[src/design/pvw_pkg.sv]
package pvw_pkg;

    // Default table depth.
    localparam int PVW_SLOTS = 16;

    // Number of inhibit levels held in the table.
    localparam int LEVELS = 3;

    localparam int ID_W      = 16;
    localparam int REQ_W     = 3;
    localparam int MODE_W    = 2;
    localparam int TIMEOUT_W = 16;

    typedef logic [1:0]           opcode_t;
    typedef logic [MODE_W-1:0]    mode_t;
    typedef logic [ID_W-1:0]      req_id_t;
    typedef logic [TIMEOUT_W-1:0] seconds_t;

    // Transaction opcodes.
    localparam opcode_t OP_SET  = 2'd0;
    localparam opcode_t OP_TERM = 2'd1;
    localparam opcode_t OP_TICK = 2'd2;

    // Announced mode and vote level codes.
    localparam mode_t MODE_ENABLE    = 2'd0;
    localparam mode_t MODE_DISABLE   = 2'd1;
    localparam mode_t MODE_LIGHT_OFF = 2'd2;
    localparam mode_t MODE_SUSPEND   = 2'd3;

    // Command from the mode controller to the slot table.
    typedef struct packed {
        logic    drop;
        logic    store;
        logic    clear_all;
        req_id_t id;
        mode_t   level;
    } slot_cmd_t;

    // Table status, computed on the updated contents.
    typedef struct packed {
        logic              dropped;
        logic              full;
        logic [LEVELS-1:0] present;
    } slot_stat_t;

    // One result transaction.
    typedef struct packed {
        mode_t mode;
        logic  mode_changed;
        logic  force_suspend;
        logic  table_full;
        logic  unknown_mode;
    } result_t;

endpackage

[src/design/pvw_item_if.sv]
interface pvw_item_if import pvw_pkg::*; ();

    logic    valid;
    logic    ready;
    opcode_t opcode;
    req_id_t requester_id;
    logic [REQ_W-1:0] requested_mode;

    modport source (
        output valid,
        output opcode,
        output requester_id,
        output requested_mode,
        input  ready
    );

    modport sink (
        input  valid,
        input  opcode,
        input  requester_id,
        input  requested_mode,
        output ready
    );

endinterface

[src/design/pvw_result_if.sv]
interface pvw_result_if import pvw_pkg::*; ();

    logic  valid;
    logic  ready;
    mode_t mode;
    logic  mode_changed;
    logic  force_suspend;
    logic  table_full;
    logic  unknown_mode;

    modport source (
        output valid,
        output mode,
        output mode_changed,
        output force_suspend,
        output table_full,
        output unknown_mode,
        input  ready
    );

    modport sink (
        input  valid,
        input  mode,
        input  mode_changed,
        input  force_suspend,
        input  table_full,
        input  unknown_mode,
        output ready
    );

endinterface

[src/design/pvw_slot_table.sv]
module pvw_slot_table import pvw_pkg::*;
#(
    parameter int SLOTS = PVW_SLOTS
)
(
    input  logic       clk,
    input  logic       rst_n,
    input  slot_cmd_t  cmd,
    output slot_stat_t stat
);

    logic [SLOTS-1:0] valid_reg;
    logic [SLOTS-1:0] valid_next;
    req_id_t          id_reg  [SLOTS];
    mode_t            lvl_reg [SLOTS];

    logic [SLOTS-1:0] hit_l1;
    logic [SLOTS-1:0] hit_l2;
    logic [SLOTS-1:0] hit_l3;
    logic [SLOTS-1:0] drop_vec;
    logic [SLOTS-1:0] valid_mid;
    logic [SLOTS-1:0] ins_vec;
    logic [SLOTS-1:0] lvl1_vec;
    logic [SLOTS-1:0] lvl2_vec;
    logic [SLOTS-1:0] lvl3_vec;

    // Isolates the lowest set bit of a slot vector.
    function automatic logic [SLOTS-1:0] lowest_one(input logic [SLOTS-1:0] v);
        return v & (~v + SLOTS'(1));
    endfunction

    // Id match over all slots, split by level for the priority search.
    always_comb
    begin
        for (int i = 0; i < SLOTS; i++)
        begin
            hit_l1[i] = valid_reg[i] && (id_reg[i] == cmd.id) && (lvl_reg[i] == MODE_DISABLE);
            hit_l2[i] = valid_reg[i] && (id_reg[i] == cmd.id)
                        && (lvl_reg[i] == MODE_LIGHT_OFF);
            hit_l3[i] = valid_reg[i] && (id_reg[i] == cmd.id) && (lvl_reg[i] == MODE_SUSPEND);
        end
    end

    // Drop the old vote, then place the new one in the lowest free slot; a clear empties every slot.
    always_comb
    begin
        if (!cmd.drop)
        begin
            drop_vec = '0;
        end
        else if (|hit_l1)
        begin
            drop_vec = lowest_one(hit_l1);
        end
        else if (|hit_l2)
        begin
            drop_vec = lowest_one(hit_l2);
        end
        else
        begin
            drop_vec = lowest_one(hit_l3);
        end

        valid_mid = valid_reg & ~drop_vec;
        ins_vec   = cmd.store ? lowest_one(~valid_mid) : '0;

        if (cmd.clear_all)
        begin
            valid_next = '0;
        end
        else
        begin
            valid_next = valid_mid | ins_vec;
        end
    end

    // Level summary of the updated table.
    always_comb
    begin
        for (int i = 0; i < SLOTS; i++)
        begin
            lvl1_vec[i] = ins_vec[i] ? (cmd.level == MODE_DISABLE)
                                     : (lvl_reg[i] == MODE_DISABLE);
            lvl2_vec[i] = ins_vec[i] ? (cmd.level == MODE_LIGHT_OFF)
                                     : (lvl_reg[i] == MODE_LIGHT_OFF);
            lvl3_vec[i] = ins_vec[i] ? (cmd.level == MODE_SUSPEND)
                                     : (lvl_reg[i] == MODE_SUSPEND);
        end
        stat.dropped    = |drop_vec;
        stat.full       = cmd.store && !(|ins_vec);
        stat.present[0] = |(valid_next & lvl1_vec);
        stat.present[1] = |(valid_next & lvl2_vec);
        stat.present[2] = |(valid_next & lvl3_vec);
    end

    // Slot valid bits.
    always_ff @(posedge clk or negedge rst_n)
    begin
        if (!rst_n)
        begin
            valid_reg <= '0;
        end
        else
        begin
            valid_reg <= valid_next;
        end
    end

    // Slot payload is only read behind its valid bit.
    always_ff @(posedge clk)
    begin
        for (int i = 0; i < SLOTS; i++)
        begin
            if (ins_vec[i])
            begin
                id_reg[i]  <= cmd.id;
                lvl_reg[i] <= cmd.level;
            end
        end
    end

`ifndef SYNTHESIS
    a_ins_onehot: assert property (@(posedge clk) disable iff (!rst_n)
        $onehot0(ins_vec))
        else $error("more than one slot written");

    a_ins_free: assert property (@(posedge clk) disable iff (!rst_n)
        (ins_vec & valid_mid) == '0)
        else $error("vote stored into an occupied slot");

    a_drop_hit: assert property (@(posedge clk) disable iff (!rst_n)
        (drop_vec & ~valid_reg) == '0)
        else $error("vote dropped from an empty slot");
`endif

endmodule

[src/design/pvw_mode_ctrl.sv]
module pvw_mode_ctrl import pvw_pkg::*;
(
    input  logic             clk,
    input  logic             rst_n,
    input  logic             fire,
    input  opcode_t          opcode,
    input  req_id_t          requester_id,
    input  logic [REQ_W-1:0] requested_mode,
    input  seconds_t         timeout_seconds,
    input  slot_stat_t       stat,
    output slot_cmd_t        cmd,
    output result_t          res
);

    mode_t    mode_reg;
    mode_t    mode_next;
    logic     run_reg;
    logic     run_next;
    seconds_t left_reg;
    seconds_t left_next;

    logic  known_req;
    logic  expire;
    logic  do_reeval;
    mode_t best;

    // Decode the transaction into a table command.
    always_comb
    begin
        known_req = (requested_mode[REQ_W-1] == 1'b0);
        expire    = (opcode == OP_TICK) && run_reg && (left_reg[TIMEOUT_W-1:1] == '0);

        cmd.drop      = fire && ((opcode == OP_SET) || (opcode == OP_TERM));
        cmd.store     = fire && (opcode == OP_SET) && known_req
                        && (requested_mode[MODE_W-1:0] != MODE_ENABLE);
        cmd.clear_all = fire && expire;
        cmd.id        = requester_id;
        cmd.level     = requested_mode[MODE_W-1:0];
    end

    // Highest-priority level still holding a vote.
    always_comb
    begin
        if (stat.present[0])
        begin
            best = MODE_DISABLE;
        end
        else if (stat.present[1])
        begin
            best = MODE_LIGHT_OFF;
        end
        else if (stat.present[2])
        begin
            best = MODE_SUSPEND;
        end
        else
        begin
            best = MODE_ENABLE;
        end
    end

    // Mode re-evaluation and watchdog update.
    always_comb
    begin
        mode_next         = mode_reg;
        run_next          = run_reg;
        left_next         = left_reg;
        do_reeval         = 1'b0;
        res.force_suspend = 1'b0;
        res.unknown_mode  = 1'b0;
        res.table_full    = stat.full;

        case (opcode)
            OP_SET:
            begin
                if (known_req)
                begin
                    do_reeval = 1'b1;
                end
                else
                begin
                    res.unknown_mode = 1'b1;
                end
            end
            OP_TERM:
            begin
                do_reeval = stat.dropped;
            end
            OP_TICK:
            begin
                if (expire)
                begin
                    mode_next         = MODE_ENABLE;
                    run_next          = 1'b0;
                    left_next         = '0;
                    res.force_suspend = 1'b1;
                end
                else if (run_reg)
                begin
                    left_next = left_reg - seconds_t'(1);
                end
            end
            default:
            begin
                do_reeval = 1'b0;
            end
        endcase

        if (do_reeval && (best != mode_reg))
        begin
            if (mode_reg == MODE_ENABLE)
            begin
                if (timeout_seconds != '0)
                begin
                    run_next  = 1'b1;
                    left_next = timeout_seconds;
                end
            end
            else if (best == MODE_ENABLE)
            begin
                run_next = 1'b0;
            end
            mode_next = best;
        end

        res.mode         = mode_next;
        res.mode_changed = (mode_next != mode_reg);
    end

    // Mode and watchdog registers advance once per transaction.
    always_ff @(posedge clk or negedge rst_n)
    begin
        if (!rst_n)
        begin
            mode_reg <= MODE_ENABLE;
            run_reg  <= 1'b0;
            left_reg <= '0;
        end
        else if (fire)
        begin
            mode_reg <= mode_next;
            run_reg  <= run_next;
            left_reg <= left_next;
        end
    end

`ifndef SYNTHESIS
    a_run_inhibit: assert property (@(posedge clk) disable iff (!rst_n)
        run_reg |-> (mode_reg != MODE_ENABLE))
        else $error("watchdog running while mode is enable");

    a_force_enable: assert property (@(posedge clk) disable iff (!rst_n)
        (fire && res.force_suspend) |=> (mode_reg == MODE_ENABLE) && !run_reg)
        else $error("forced suspend left an inhibit in place");

    a_hold: assert property (@(posedge clk) disable iff (!rst_n)
        !fire |=> $stable(mode_reg) && $stable(run_reg) && $stable(left_reg))
        else $error("state moved without a transaction");

    a_flags: assert property (@(posedge clk) disable iff (!rst_n)
        fire |-> !(res.table_full && res.unknown_mode))
        else $error("table full and unknown mode on one transaction");
`endif

endmodule

[src/design/power_mode_vote_watchdog_unit.sv]
// Channel   Direction  Payload
// item      in         opcode, requester_id, requested_mode
// result    out        mode, mode_changed, force_suspend, table_full, unknown_mode
// cfg       in         cfg_wr_en, cfg_wr_data (timeout_seconds)
//
// Each transaction is taken into an input register and settled by a parallel id match
// over all slots; its result then goes into the result register and is offered from there.
// One transaction is accepted per cycle while the result channel is not stalled; the result register
// and input register form a two-entry pipeline, so a stalled result still lets one more item in.
// Reset clears the slot valid bits, the mode, the watchdog and the timeout at once.
module power_mode_vote_watchdog_unit import pvw_pkg::*;
#(
    parameter int SLOTS = PVW_SLOTS
)
(
    input  logic           clk,
    input  logic           rst_n,
    pvw_item_if.sink       item,
    pvw_result_if.source   result,
    input  logic           cfg_wr_en,
    input  seconds_t       cfg_wr_data
);

    logic             in_vld_reg;
    logic             in_vld_next;
    opcode_t          op_reg;
    req_id_t          id_reg;
    logic [REQ_W-1:0] req_reg;
    logic             out_vld_reg;
    logic             out_vld_next;
    result_t          res_reg;
    seconds_t         timeout_reg;

    logic       fire;
    logic       take;
    slot_cmd_t  cmd;
    slot_stat_t stat;
    result_t    res;

    // Handshake control.
    always_comb
    begin
        fire         = in_vld_reg && (!out_vld_reg || result.ready);
        item.ready   = !in_vld_reg || fire;
        take         = item.valid && item.ready;
        in_vld_next  = take || (in_vld_reg && !fire);
        out_vld_next = fire || (out_vld_reg && !result.ready);
    end

    // Control registers and timeout.
    always_ff @(posedge clk or negedge rst_n)
    begin
        if (!rst_n)
        begin
            in_vld_reg  <= 1'b0;
            out_vld_reg <= 1'b0;
            timeout_reg <= '0;
        end
        else
        begin
            in_vld_reg  <= in_vld_next;
            out_vld_reg <= out_vld_next;
            if (cfg_wr_en)
            begin
                timeout_reg <= cfg_wr_data;
            end
        end
    end

    // Input and result payload registers.
    always_ff @(posedge clk)
    begin
        if (take)
        begin
            op_reg  <= item.opcode;
            id_reg  <= item.requester_id;
            req_reg <= item.requested_mode;
        end
        if (fire)
        begin
            res_reg <= res;
        end
    end

    pvw_mode_ctrl u_ctrl (
        .clk             (clk),
        .rst_n           (rst_n),
        .fire            (fire),
        .opcode          (op_reg),
        .requester_id    (id_reg),
        .requested_mode  (req_reg),
        .timeout_seconds (timeout_reg),
        .stat            (stat),
        .cmd             (cmd),
        .res             (res)
    );

    pvw_slot_table #(
        .SLOTS (SLOTS)
    ) u_table (
        .clk   (clk),
        .rst_n (rst_n),
        .cmd   (cmd),
        .stat  (stat)
    );

    // Result channel.
    assign result.valid         = out_vld_reg;
    assign result.mode          = res_reg.mode;
    assign result.mode_changed  = res_reg.mode_changed;
    assign result.force_suspend = res_reg.force_suspend;
    assign result.table_full    = res_reg.table_full;
    assign result.unknown_mode  = res_reg.unknown_mode;

`ifndef SYNTHESIS
    a_no_loss: assert property (@(posedge clk) disable iff (!rst_n)
        (out_vld_reg && !result.ready) |=> out_vld_reg)
        else $error("result transaction lost under stall");

    a_fire_sets_out: assert property (@(posedge clk) disable iff (!rst_n)
        fire |=> out_vld_reg)
        else $error("processed transaction produced no result");

    a_in_hold: assert property (@(posedge clk) disable iff (!rst_n)
        (in_vld_reg && !fire) |=> in_vld_reg && $stable(op_reg) && $stable(id_reg))
        else $error("pending transaction overwritten");
`endif

endmodule
[src/flat_wrapper.sv]
// flat-port wrapper written by rule: the top's interface ports become plain ports
module power_mode_vote_watchdog_unit_flat import pvw_pkg::*;
#(
    parameter int SLOTS = PVW_SLOTS
)
  (clk, rst_n, cfg_wr_en, cfg_wr_data, item_valid, item_opcode, item_requester_id, item_requested_mode, item_ready, result_valid, result_mode, result_mode_changed, result_force_suspend, result_table_full, result_unknown_mode, result_ready);
  pvw_item_if item_i ();
  pvw_result_if result_i ();
  input  logic clk;
  input  logic rst_n;
  input  logic cfg_wr_en;
  input  seconds_t cfg_wr_data;
  input wire logic [$bits(item_i.valid)-1:0] item_valid;
  input wire logic [$bits(item_i.opcode)-1:0] item_opcode;
  input wire logic [$bits(item_i.requester_id)-1:0] item_requester_id;
  input wire logic [$bits(item_i.requested_mode)-1:0] item_requested_mode;
  output wire logic [$bits(item_i.ready)-1:0] item_ready;
  output wire logic [$bits(result_i.valid)-1:0] result_valid;
  output wire logic [$bits(result_i.mode)-1:0] result_mode;
  output wire logic [$bits(result_i.mode_changed)-1:0] result_mode_changed;
  output wire logic [$bits(result_i.force_suspend)-1:0] result_force_suspend;
  output wire logic [$bits(result_i.table_full)-1:0] result_table_full;
  output wire logic [$bits(result_i.unknown_mode)-1:0] result_unknown_mode;
  input wire logic [$bits(result_i.ready)-1:0] result_ready;
  assign item_i.valid = item_valid;
  assign item_i.opcode = item_opcode;
  assign item_i.requester_id = item_requester_id;
  assign item_i.requested_mode = item_requested_mode;
  assign item_ready = item_i.ready;
  assign result_valid = result_i.valid;
  assign result_mode = result_i.mode;
  assign result_mode_changed = result_i.mode_changed;
  assign result_force_suspend = result_i.force_suspend;
  assign result_table_full = result_i.table_full;
  assign result_unknown_mode = result_i.unknown_mode;
  assign result_i.ready = result_ready;
  power_mode_vote_watchdog_unit #(.SLOTS(SLOTS)) u_core (.clk(clk), .rst_n(rst_n), .item(item_i), .result(result_i), .cfg_wr_en(cfg_wr_en), .cfg_wr_data(cfg_wr_data));
endmodule
[config.mk]
export PLATFORM = sky130hd
export DESIGN_NAME = power_mode_vote_watchdog_unit_flat
export DESIGN_NICKNAME = d
export VERILOG_FILES = /design/src/design/pvw_pkg.sv /design/src/design/pvw_item_if.sv /design/src/design/pvw_result_if.sv /design/src/design/pvw_slot_table.sv /design/src/design/pvw_mode_ctrl.sv /design/src/design/power_mode_vote_watchdog_unit.sv /design/src/flat_wrapper.sv
export SDC_FILE = /design/constraint.sdc
export NUM_CORES = 1
export LEC_CHECK = 0
export BUFFER_PORTS_ARGS = -buffer_cell sky130_fd_sc_hd__buf_2
export CELL_PAD_IN_SITES_DETAIL_PLACEMENT = 1
export CELL_PAD_IN_SITES_GLOBAL_PLACEMENT = 1
export CORE_UTILIZATION = 45
export DETAILED_ROUTE_END_ITERATION = 7
export HOLD_SLACK_MARGIN = 0.08
export PLACE_DENSITY = 0.68
export SYNTH_ARGS = -nofsm -noshare
export SYNTH_HDL_FRONTEND = slang
export SYNTH_SLANG_ARGS = --single-unit
[constraint.sdc]
create_clock -name clk -period 13.2 [get_ports clk]
set_clock_uncertainty 0.05 [all_clocks]
set_input_delay 0.66 -clock clk [delete_from_list [all_inputs] [get_ports clk]]
set_output_delay 0.66 -clock clk [all_outputs]
set_load 0.05 [all_outputs]
==> results of run 1 <==
==> synth_stat cells, types with 12 or more instances <==
| cell | number | share of area |
|---|---|---|
| nor4_1 | 59 | 0.019 |
| o22ai_1 | 18 | 0.0059 |
| a21oi_1 | 33 | 0.0086 |
| and2_1 | 17 | 0.0055 |
| buf_4 | 22 | 0.0086 |
| dfrtp_1 | 53 | 0.069 |
| mux2_2 | 13 | 0.0076 |
| inv_1 | 38 | 0.0074 |
| edfxtp_1 | 315 | 0.49 |
| nor2_1 | 105 | 0.021 |
| xor2_1 | 22 | 0.010 |
| o21ai_0 | 33 | 0.0086 |
| nand2_1 | 104 | 0.020 |
| nor3_1 | 58 | 0.015 |
| buf_2 | 12 | 0.0031 |
| a32oi_1 | 29 | 0.013 |
| o21ai_1 | 14 | 0.0037 |
| nand2b_1 | 46 | 0.015 |
| or3_1 | 22 | 0.0072 |
| nand3_1 | 60 | 0.016 |
| nor2b_1 | 34 | 0.011 |
| nand4_1 | 58 | 0.019 |
| clkbuf_1 | 12 | 0.0023 |
| o211ai_1 | 15 | 0.0059 |
| xnor2_1 | 193 | 0.088 |
| and3_1 | 16 | 0.0052 |
==> repair_timing <==
action / 4_1_cts / 5_1_grt
resized for setup: 0 / 0
hold endpoints to repair: 5 / 0
hold buffers: 1 / 0
==> report_power, final <==
group / internal [uW] / switching (uW)
clock network: 621 / 478
registers: 1290 / 32.5
logic: 80.6 / 158
total: 1990 / 669
==> kinds of logic after synthesis <==
kind of cell	Yosys count
AND/OR/NAND/NOR	651
flip-flops	368
AO/OA/AOI/OAI	287
XOR/XNOR	217
buffers and inverters	99
multiplexers	17
adder cells (fa/ha/maj)	1
==> metal layers <==
| layer | share of wire | up-vias | GRT usage |
|---|---|---|---|
| li1 | - | 6478 | - |
| met1 | 0.46 | 7509 | 0.450 |
| met2 | 0.46 | 458 | 0.476 |
| met3 | 0.053 | 73 | 0.0356 |
| met4 | 0.023 | 0 | 0.0886 |
| met5 | 0 | - | 0 |
==> worst paths after layout <==
path                                   startpoint                           end  slack, ps  cells after the start
max                             u_core.id_reg[10]     u_core.u_ctrl.left_reg[8]       5930                     17
min                        item_requested_mode[2]             u_core.req_reg[2]        210                      1
max reg2reg                     u_core.id_reg[10]     u_core.u_ctrl.left_reg[8]       5930                     17
min reg2reg                     u_core.in_vld_reg           u_core.result.valid        470                      1
max in group asynchronous                   rst_n  u_core.u_table.valid_reg[12]      11810                      3
min in group asynchronous                   rst_n   u_core.u_table.valid_reg[3]        370                      2
==> area by class of cell <==
cell class                      count  area (um2)
Fill cell                        4355       20500
Sequential cell                   368       10800
Multi-Input combinational cell   1173        7930
Clock buffer                       51        1070
Tap cell                          539         674
Timing Repair Buffer               96         601
Clock inverter                     22         201
Inverter                           47         176
==> stage by stage <==
stage | area [um2] | power (uW) | hold WS [ps] | utilization | worst slack [ps]
after global placement | 20200 | 1580 | 433 | 0.481 | 6010
after CTS | 21400 | 2680 | 183 | 0.511 | 5780
after global routing | 21400 | 2740 | 202 | 0.511 | 5650
final | 21400 | 2660 | 212 | 0.511 | 5930
after floorplan | 19200 | 1490 | 314 | - | 6300
after detailed placement | 20200 | 1580 | 443 | 0.481 | 5840
==> placed cells by master (no fill, tap or decap), types with 29 or more instances in the layout <==
cell and count:
a32oi_1 29, clkbuf_16 41, nor2b_1 33, dfrtp_1 53
nand3_1 60, nor2_1 105, nand4_1 58, a21oi_1 31
buf_2 49, nor4_1 55, inv_1 38, o21ai_0 33
buf_4 46, nor3_1 58, xnor2_1 193, nand2_1 104
nand2b_1 46, edfxtp_1 315
==> results by stage, run 1 <==
Yosys:
- Measured against the total synthesized area, the mux share comes to 0.00972.
- The adder-cell area share of the yosys netlist is 0.000652.
- Of the synthesized area, sequential elements account for 0.562.
- The post-synthesis xor/xnor area fraction is 0.0999.
- The dominant combinational cell family by area after synthesis is simple AND/OR/NAND/NOR gates.
- The synthesized-area fraction occupied by ao, oa, aoi and oai cells is 0.112.
- The register bit total from synthesis is 368.
- Synthesis produced 1640 cells.
- The synthesized design contains between 300 and 400 enable-type register cells.
- After synthesis, the mean cell area works out to 11.7 um2.
- The share of flip-flops with an asynchronous set or reset is 0.144.
- The number of distinct library cells after synthesis is 95.
- The number of nets produced by synthesis is 1683.
- For this run, the leading register cell type out of synthesis is edfxtp_1.
- Of the total synthesized cell area, the portion taken by AND, OR, NAND and NOR gates is 0.188.
- The mapped netlist covers 0.0192 mm2.
- The number of warnings issued by yosys is 0.

Global route:
- The first global-routing pass estimated 97500 um of wire.
- The overflow left after global routing is 0.
- The via count of the first global-routing pass is between 10000 and 15000.
- The number of antenna violations at the first check in global routing is 1.
- The maximum number of pins on one net before global-route repair is 49.
- Across every metal layer, demand over resource in global routing totals 0.306.

STA:
- The post-route clock period utilization is 0.551.
- The smallest clock period supported by the final layout is computed as approximately 7300 ps.
- Measured against its own limit, the worst slew margin works out to 0.0774.
- The transition at the pin with the smallest max-transition slack is between 1000 and 1500 ps.
- Setup repair after global routing left no endpoint under its margin.
- The final number of hold-violating endpoints was 0.
- The final count of pins violating max slew was 0.
- The final number of setup-violating endpoints is 0.
- In the final timing run, aggregate negative setup slack is 0 ps.
- Based on the critical path, the design can be clocked at up to 138 MHz.

Floorplanning:
- The die is 208 um tall.
- Row generation in the floorplan step produced 75 rows.
- For this configuration, the core starts out at a cell density of 0.457.
- The total die area is approximately 0.043 mm2.
- The total I/O pin count is 50.
- In this run the standard cell core region covers 0.0419 mm2.
- From left edge to right edge, the die measures 208 um.

Final layout:
- For this run, the number of standard cells in the final layout without fillers is 2296.
- The count of inserted antenna diode cells is 0.
- The net count of the finished layout is 1770.
- The synthesis-to-layout area growth is 11.8%.
- In the final layout, the share of cells above drive strength 1 is 0.125.
- The register with the most flip-flops in the layout has 256 of them.

Route:
- The via total after detailed routing is 14500.
- Before antenna repair, the detailed router went through 5 iterations.
- The final antenna-violating net count is 0.
- The total wire length is 66400 um.
- The remaining design rule violation count is 0.
- The wire length per cell is ~29 um.
- The vias per cell is between 6 and 7.
- For this block, the initial DRC count from the detailed router was 1506.

Power:
- The cell area power density is around 120 mW/mm2.
- The worst IR drop on VDD is roughly 0.14 mV.
- Summed over all cells, the static leakage comes to 0.00694 uW.

Placed design:
- The final weighted congestion of routability-driven global placement is 1.03.
- Summed over all nets, the half-perimeter wirelength after detailed placement is 48600 um.
- The number of placed instances, taps included is 2222.
- During placement, the flow inserted port buffers numbering 49.

Critical path:
- The kind of capture point of the worst setup path is a flop.
- The path type of the worst setup path is reg2reg.
- For the worst setup path, the data required time is 13590 ps.
- The largest delay contributor family on the critical path is compound AO/OA/AOI/OAI gates.
- Counting both buffers and inverters, the worst setup path holds a total of 1.
- The worst path arrival time is 7670 ps.
- Traced cell by cell, the critical path runs through buf_4 > xor2_1 > nor3_1 > and3_4 > a32o_1 > a2111o_1 > or3_1 > a31o_2 > nor2_1 > o32ai_1 > nor4_1 > o2111ai_1 > a211o_1 > and2_1 > o31ai_4 > mux2i_1 > a211o_1.
- The standard cell with the maximum stage delay on the critical path is o31ai_4.
- The worst setup path is launched from a flop.
- Of all nets on the critical path, the largest fanout is 28.
- The cell seen most often among critical-path stages is a211o_1.
- The peak per-stage delay on the critical path is 1010 ps.

Clock tree:
- Clock-pin slew was measured on the worst setup and hold paths at 60 ps.
- The master cell of the clock root buffer is clkbuf_16.
- The number of buffers inserted during clock tree synthesis is between 40 and 50.
- TritonCTS built the clock tree.
- The clock drives 368 sinks.
- The maximum number of buffers from clock root to sink is 3.
- The H-tree depth is 2.
- The clock latency at the later pin of the worst-skew pair is 590 ps.
- Buffers added to address setup during post-CTS repair amount to 0.

Flow run:
- The count of max-cap constraint violations is 0.

Outcome:
- The flow ran to the end, and the final reports show no timing, DRC or antenna violations.

Min path:
- The classification of the worst-slack hold path is in2reg.
(Power assumes the default switching activity.)
==> run 2, diff against run 1 <==
--- a/config.mk
+++ b/config.mk
@@ -5,13 +5,14 @@
 export SDC_FILE = /design/constraint.sdc
 export NUM_CORES = 1
 export LEC_CHECK = 0
+export ABC_AREA = 1
 export BUFFER_PORTS_ARGS = -buffer_cell sky130_fd_sc_hd__buf_2
 export CELL_PAD_IN_SITES_DETAIL_PLACEMENT = 1
 export CELL_PAD_IN_SITES_GLOBAL_PLACEMENT = 1
-export CORE_UTILIZATION = 45
+export CORE_UTILIZATION = 43
 export DETAILED_ROUTE_END_ITERATION = 7
 export HOLD_SLACK_MARGIN = 0.08
-export PLACE_DENSITY = 0.68
+export PLACE_DENSITY = 0.74
 export SYNTH_ARGS = -nofsm -noshare
 export SYNTH_HDL_FRONTEND = slang
 export SYNTH_SLANG_ARGS = --single-unit
==> constraint.sdc (replaced) <==
create_clock -name clk -period 6.1 [get_ports clk]
set_clock_uncertainty 0.05 [all_clocks]
set_input_delay 0.305 -clock clk [delete_from_list [all_inputs] [get_ports clk]]
set_output_delay 0.305 -clock clk [all_outputs]
set_load 0.05 [all_outputs]
==> run 2 against run 1 <==
Net effect:
- die area is 22% higher
- first-iteration DRC count is 1.0% higher
- sequential cell count stayed put
- sequential share of layout area is 8.1 points lower
- non-clock buffer count is 72 higher
- clock power is 130% higher
- critical path depth is 16 higher
- synthesized cell count is 76% higher
- sequential power is 120% higher
- fmax is 28% higher
- cell area is 19% higher
==> results by stage, run 2 <==
Global route:
- The wire length of the first global-routing pass is 137000 um (+41%).
- The maximum number of pins on one net before global-route repair was 54 (+10%).
- The global-route total usage across every layer is 0.350 (+0.0434).
- The overflow left after global routing is 0 (unchanged).
- The via count of the first global-routing pass is 22100 (+53%).
- The number of antenna violations at the first check in global routing came to 4 (+3).

Min path:
- The number of instances on the worst hold path is 3 (+2).
- The classification of the worst-slack hold path is in2reg.

Yosys:
- The cell area after synthesis is 0.0223 mm2 (+16%).
- The commonest cells after synthesis are nand2_1 (942), nor2_1 (396), inv_1 (362).
- The register area share after synthesis is 0.483 (-0.0792).
- The dominant cell by count in the synthesized netlist is nand2_1.
- The number of nets produced by synthesis came to 2934 (+74%).
- The average size of a mapped cell came to 7.72 um2 (-34%).
- The number of enable-type register cells in the synthesized netlist is 315 (unchanged).
- In the synthesized netlist the dominant register cell turns out to be edfxtp_1.
- The number of warnings issued by yosys is 0 (unchanged).
- The register bit total from synthesis came to 368 (unchanged).
- The share of flip-flops with an asynchronous set or reset came to 0.144 (unchanged).
- The top cell type by total area after synthesis is edfxtp_1.
- Sorting the synthesized cells by area gives the leading types as edfxtp_1 (42%), nand2_1 (16%), nor2_1 (6.7%).
- The number of distinct library cells after synthesis came to 57 (-40%).
- The post-synthesis instance total is 2891 (+76%).
- The proportion of netlist area held by the largest area contributor is 0.424 (-0.0694).

Route:
- The via total after detailed routing was 21000 (+45%).
- The total met2 wirelength after detailed routing is 44400 um (+45%).
- The final antenna-violating net count is 0 (unchanged).
- The detailed router used layers up to and including met4.
- The length of the first detailed-routing pass in iterations came to 5 (unchanged).
- The met1 layer wirelength in the final routing was 38700 um (+26%).
- The total wire length came to 91800 um (+38%).
- The remaining design rule violation count is 0 (unchanged).
- The wire length per cell came to 24.5 um (-15%).
- The DRC marker count from the first detailed-route iteration is 1521 (+1.0%).
- The wire length on met3 is 4870 um (+38%).
- The vias per cell came to 5.61 (-11%).

Clock tree:
- The number of buffers inserted during clock tree synthesis is 44 (+7.3%).
- The clock latency at the later pin of the worst-skew pair was 600 ps (about the same).
- The master cell of the clock root buffer is clkbuf_16.
- The clock tree from TritonCTS is built.
- The clock net sink count is 368 (unchanged).
- The H-tree depth was 2 (unchanged).
- The maximum number of buffers from clock root to sink was 3 (unchanged).
- The clock-pin slew reported for the worst setup and hold paths after clock tree synthesis was 60 ps (about the same).

STA:
- The sum of negative setup slack came to 0 ps (unchanged).
- The post-route clock period utilization is 0.933 (+0.382).
- The setup slack of the critical path after layout is 411 ps (-5520 ps).
- The shortest clock period the worst path allows after layout came to 5690 ps (-1580 ps).
- The achievable frequency is 176 MHz (+28%).
- The final number of setup-violating endpoints is 0 (unchanged).
- The transition at the pin with the smallest max-transition slack came to 1240 ps (-138 ps).
- The final count of pins violating max slew came to 0 (unchanged).
- The final number of hold-violating endpoints is 0 (unchanged).
- The worst slew margin relative to its limit is 0.173 (+0.0952).
- The worst hold slack is 168 ps (-44.4 ps).
- Setup repair after global routing left no endpoint under its margin.

Floorplanning:
- The number of core rows is 83 (+11%).
- The vertical die dimension came to 230 um (+10%).
- The total die area is 0.0528 mm2 (+22%).
- The x dimension of the die is 230 um (+10%).
- The total I/O pin count was 50 (unchanged).
- The core region area is 0.0513 mm2 (+22%).
- The effective utilization at floorplan is 0.435 (-0.0221).

Final layout:
- The fraction of layout instances using a drive strength above 1 was 0.101 (-0.0237).
- The leading cell type in the layout, fill and taps excluded is nand2_1.
- The count of inserted antenna diode cells is 0 (unchanged).
- The synthesis-to-layout area growth is 14.5%.
- The flip-flop count of the largest register after layout came to 256 (unchanged).
- The post-route standard cell area excluding fillers is 0.0255 mm2 (+19%).
- In the layout the commonest cells are nand2_1 (942), nor2_1 (396), inv_1 (362), edfxtp_1 (315), nand4_1 (159).
- The fill cell total of the finished layout is 6331 (+45%).
- The layout net count came to 3079 (+74%).

Critical path:
- The number of stages on the worst setup path is 33 (+16).
- The path type of the worst setup path is reg2reg.
- The required time of the worst setup path came to 6510 ps (-7080 ps).
- The worst reg2reg path startpoint is u_core.id_reg[3].
- The total buffers and inverters traversed by the critical path is 4 (+3).
- The cell seen most often among critical-path stages is nand2_1.
- The highest fanout seen on the critical path is 14 (-50%).
- The startpoint of the worst setup timing path is u_core.id_reg[3].
- The worst path arrival time was 6100 ps (-1570 ps).
- The critical path startpoint category is a flop.
- In this run the critical register-to-register path is captured at u_core.u_ctrl.left_reg[7].
- Following the worst setup path forward leads to its endpoint at u_core.u_ctrl.left_reg[7].
- The standard cell with the maximum stage delay on the critical path is edfxtp_1.
- The largest delay contributor family on the critical path is simple AND/OR/NAND/NOR gates.
- The worst setup path is captured at a flop.
- The peak per-stage delay on the critical path is 460 ps (-550 ps).
- The register-to-register setup slack is 410 ps (-5520 ps).
- The number of cells on the worst reg-to-reg path is 33 (+16).

Placed design:
- The area after detailed placement is 0.0237 mm2 (+18%).
- The number of input and output port buffers inserted came to 49 (unchanged).
- The final weighted congestion of routability-driven global placement is 0.989 (-4.4%).
- The half-perimeter wire length after placement is 67200 um (+38%).
- The setup slack after placement came to 317 ps (-5530 ps).

Outcome:
- The run finished with clean final reports.

Power:
- The worst IR drop on VDD is 0.248 mV (+80%).
- The cell area power density came to 256 mW/mm2 (+110%).
- The static power due to leakage is 0.0119 uW (+72%).

Flow run:
- The count of max-cap constraint violations came to 0 (unchanged).
[run 2: through the flow]
step                       util  instances  total power (uW)
after CTS                 0.496       3744              6540
after global placement    0.462       3623              3930
after floorplan               -       2891              3580
after global routing      0.498       3750              6750
after detailed placement  0.462       3623              3960
final                     0.498       3750              6530
[run 2: per-layer routing]
| metal | vias up | track usage |
|---|---|---|
| met5 | - | 0 |
| met4 | 0 | 0.126 |
| met3 | 199 | 0.0445 |
| met2 | 662 | 0.603 |
| met1 | 10400 | 0.449 |
| li1 | 9734 | - |
[run 2: power breakdown]
group          switching [uW]  total [uW]  internal [uW]
Sequential                103        2940           2830
Clock                    1110        2570           1460
Combinational             715        1020            309
[run 2: worst min path at each step]
stage | slack, ps | startpoint | to
after floorplan | -40 | rst_n | u_core.in_vld_reg
after global placement | 420 | u_core.in_vld_reg | u_core.result.valid
after detailed placement | 430 | u_core.u_ctrl.left_reg[0] | u_core.u_ctrl.left_reg[0]
after CTS | 130 | cfg_wr_en | u_core.timeout_reg[11]
after global routing | 190 | cfg_wr_en | u_core.timeout_reg[12]
final | 170 | cfg_wr_en | u_core.timeout_reg[12]
[run 2: logic make-up (layout without fill, tap and decap cells)]
| kind of cell | count (synthesis) | count (layout) | synth area share |
|---|---|---|---|
| xor+xnor | 58 | 58 | 0.0231 |
| fa+ha+maj | 1 | 1 | 0.000561 |
| simple gates | 1766 | 1766 | 0.347 |
| flops | 368 | 368 | 0.483 |
| compound gates | 245 | 245 | 0.0607 |
| buf+inv | 453 | 632 | 0.0850 |
[run 2: area by class of cell]
cell class / instances / area, um2 / area share
repair buffers: 168 / 1430 / 0.0561
inverters: 384 / 1460 / 0.0572
clock buffers: 55 / 1180 / 0.0463
multi-input cells: 2070 / 9650 / 0.378
clock inverters: 25 / 183 / 0.00715
flip-flops and latches: 368 / 10800 / 0.422
well taps: 680 / 851 / 0.0333
[run 2: worst register-to-register path: cells and delay by family, from the launching register on]
family                 cells  cell delay [ps]
buffers and inverters      4             1260
flip-flops                 1              460
AO/OA/AOI/OAI              3              220
AND/OR/NAND/NOR           26             3560
[run 2: timing repair]
action,CTS,global route
hold buffers,41,0
resized for setup,0,18
hold endpoints to repair,92,0
setup endpoints to repair,0,22
buffers inserted,0,6
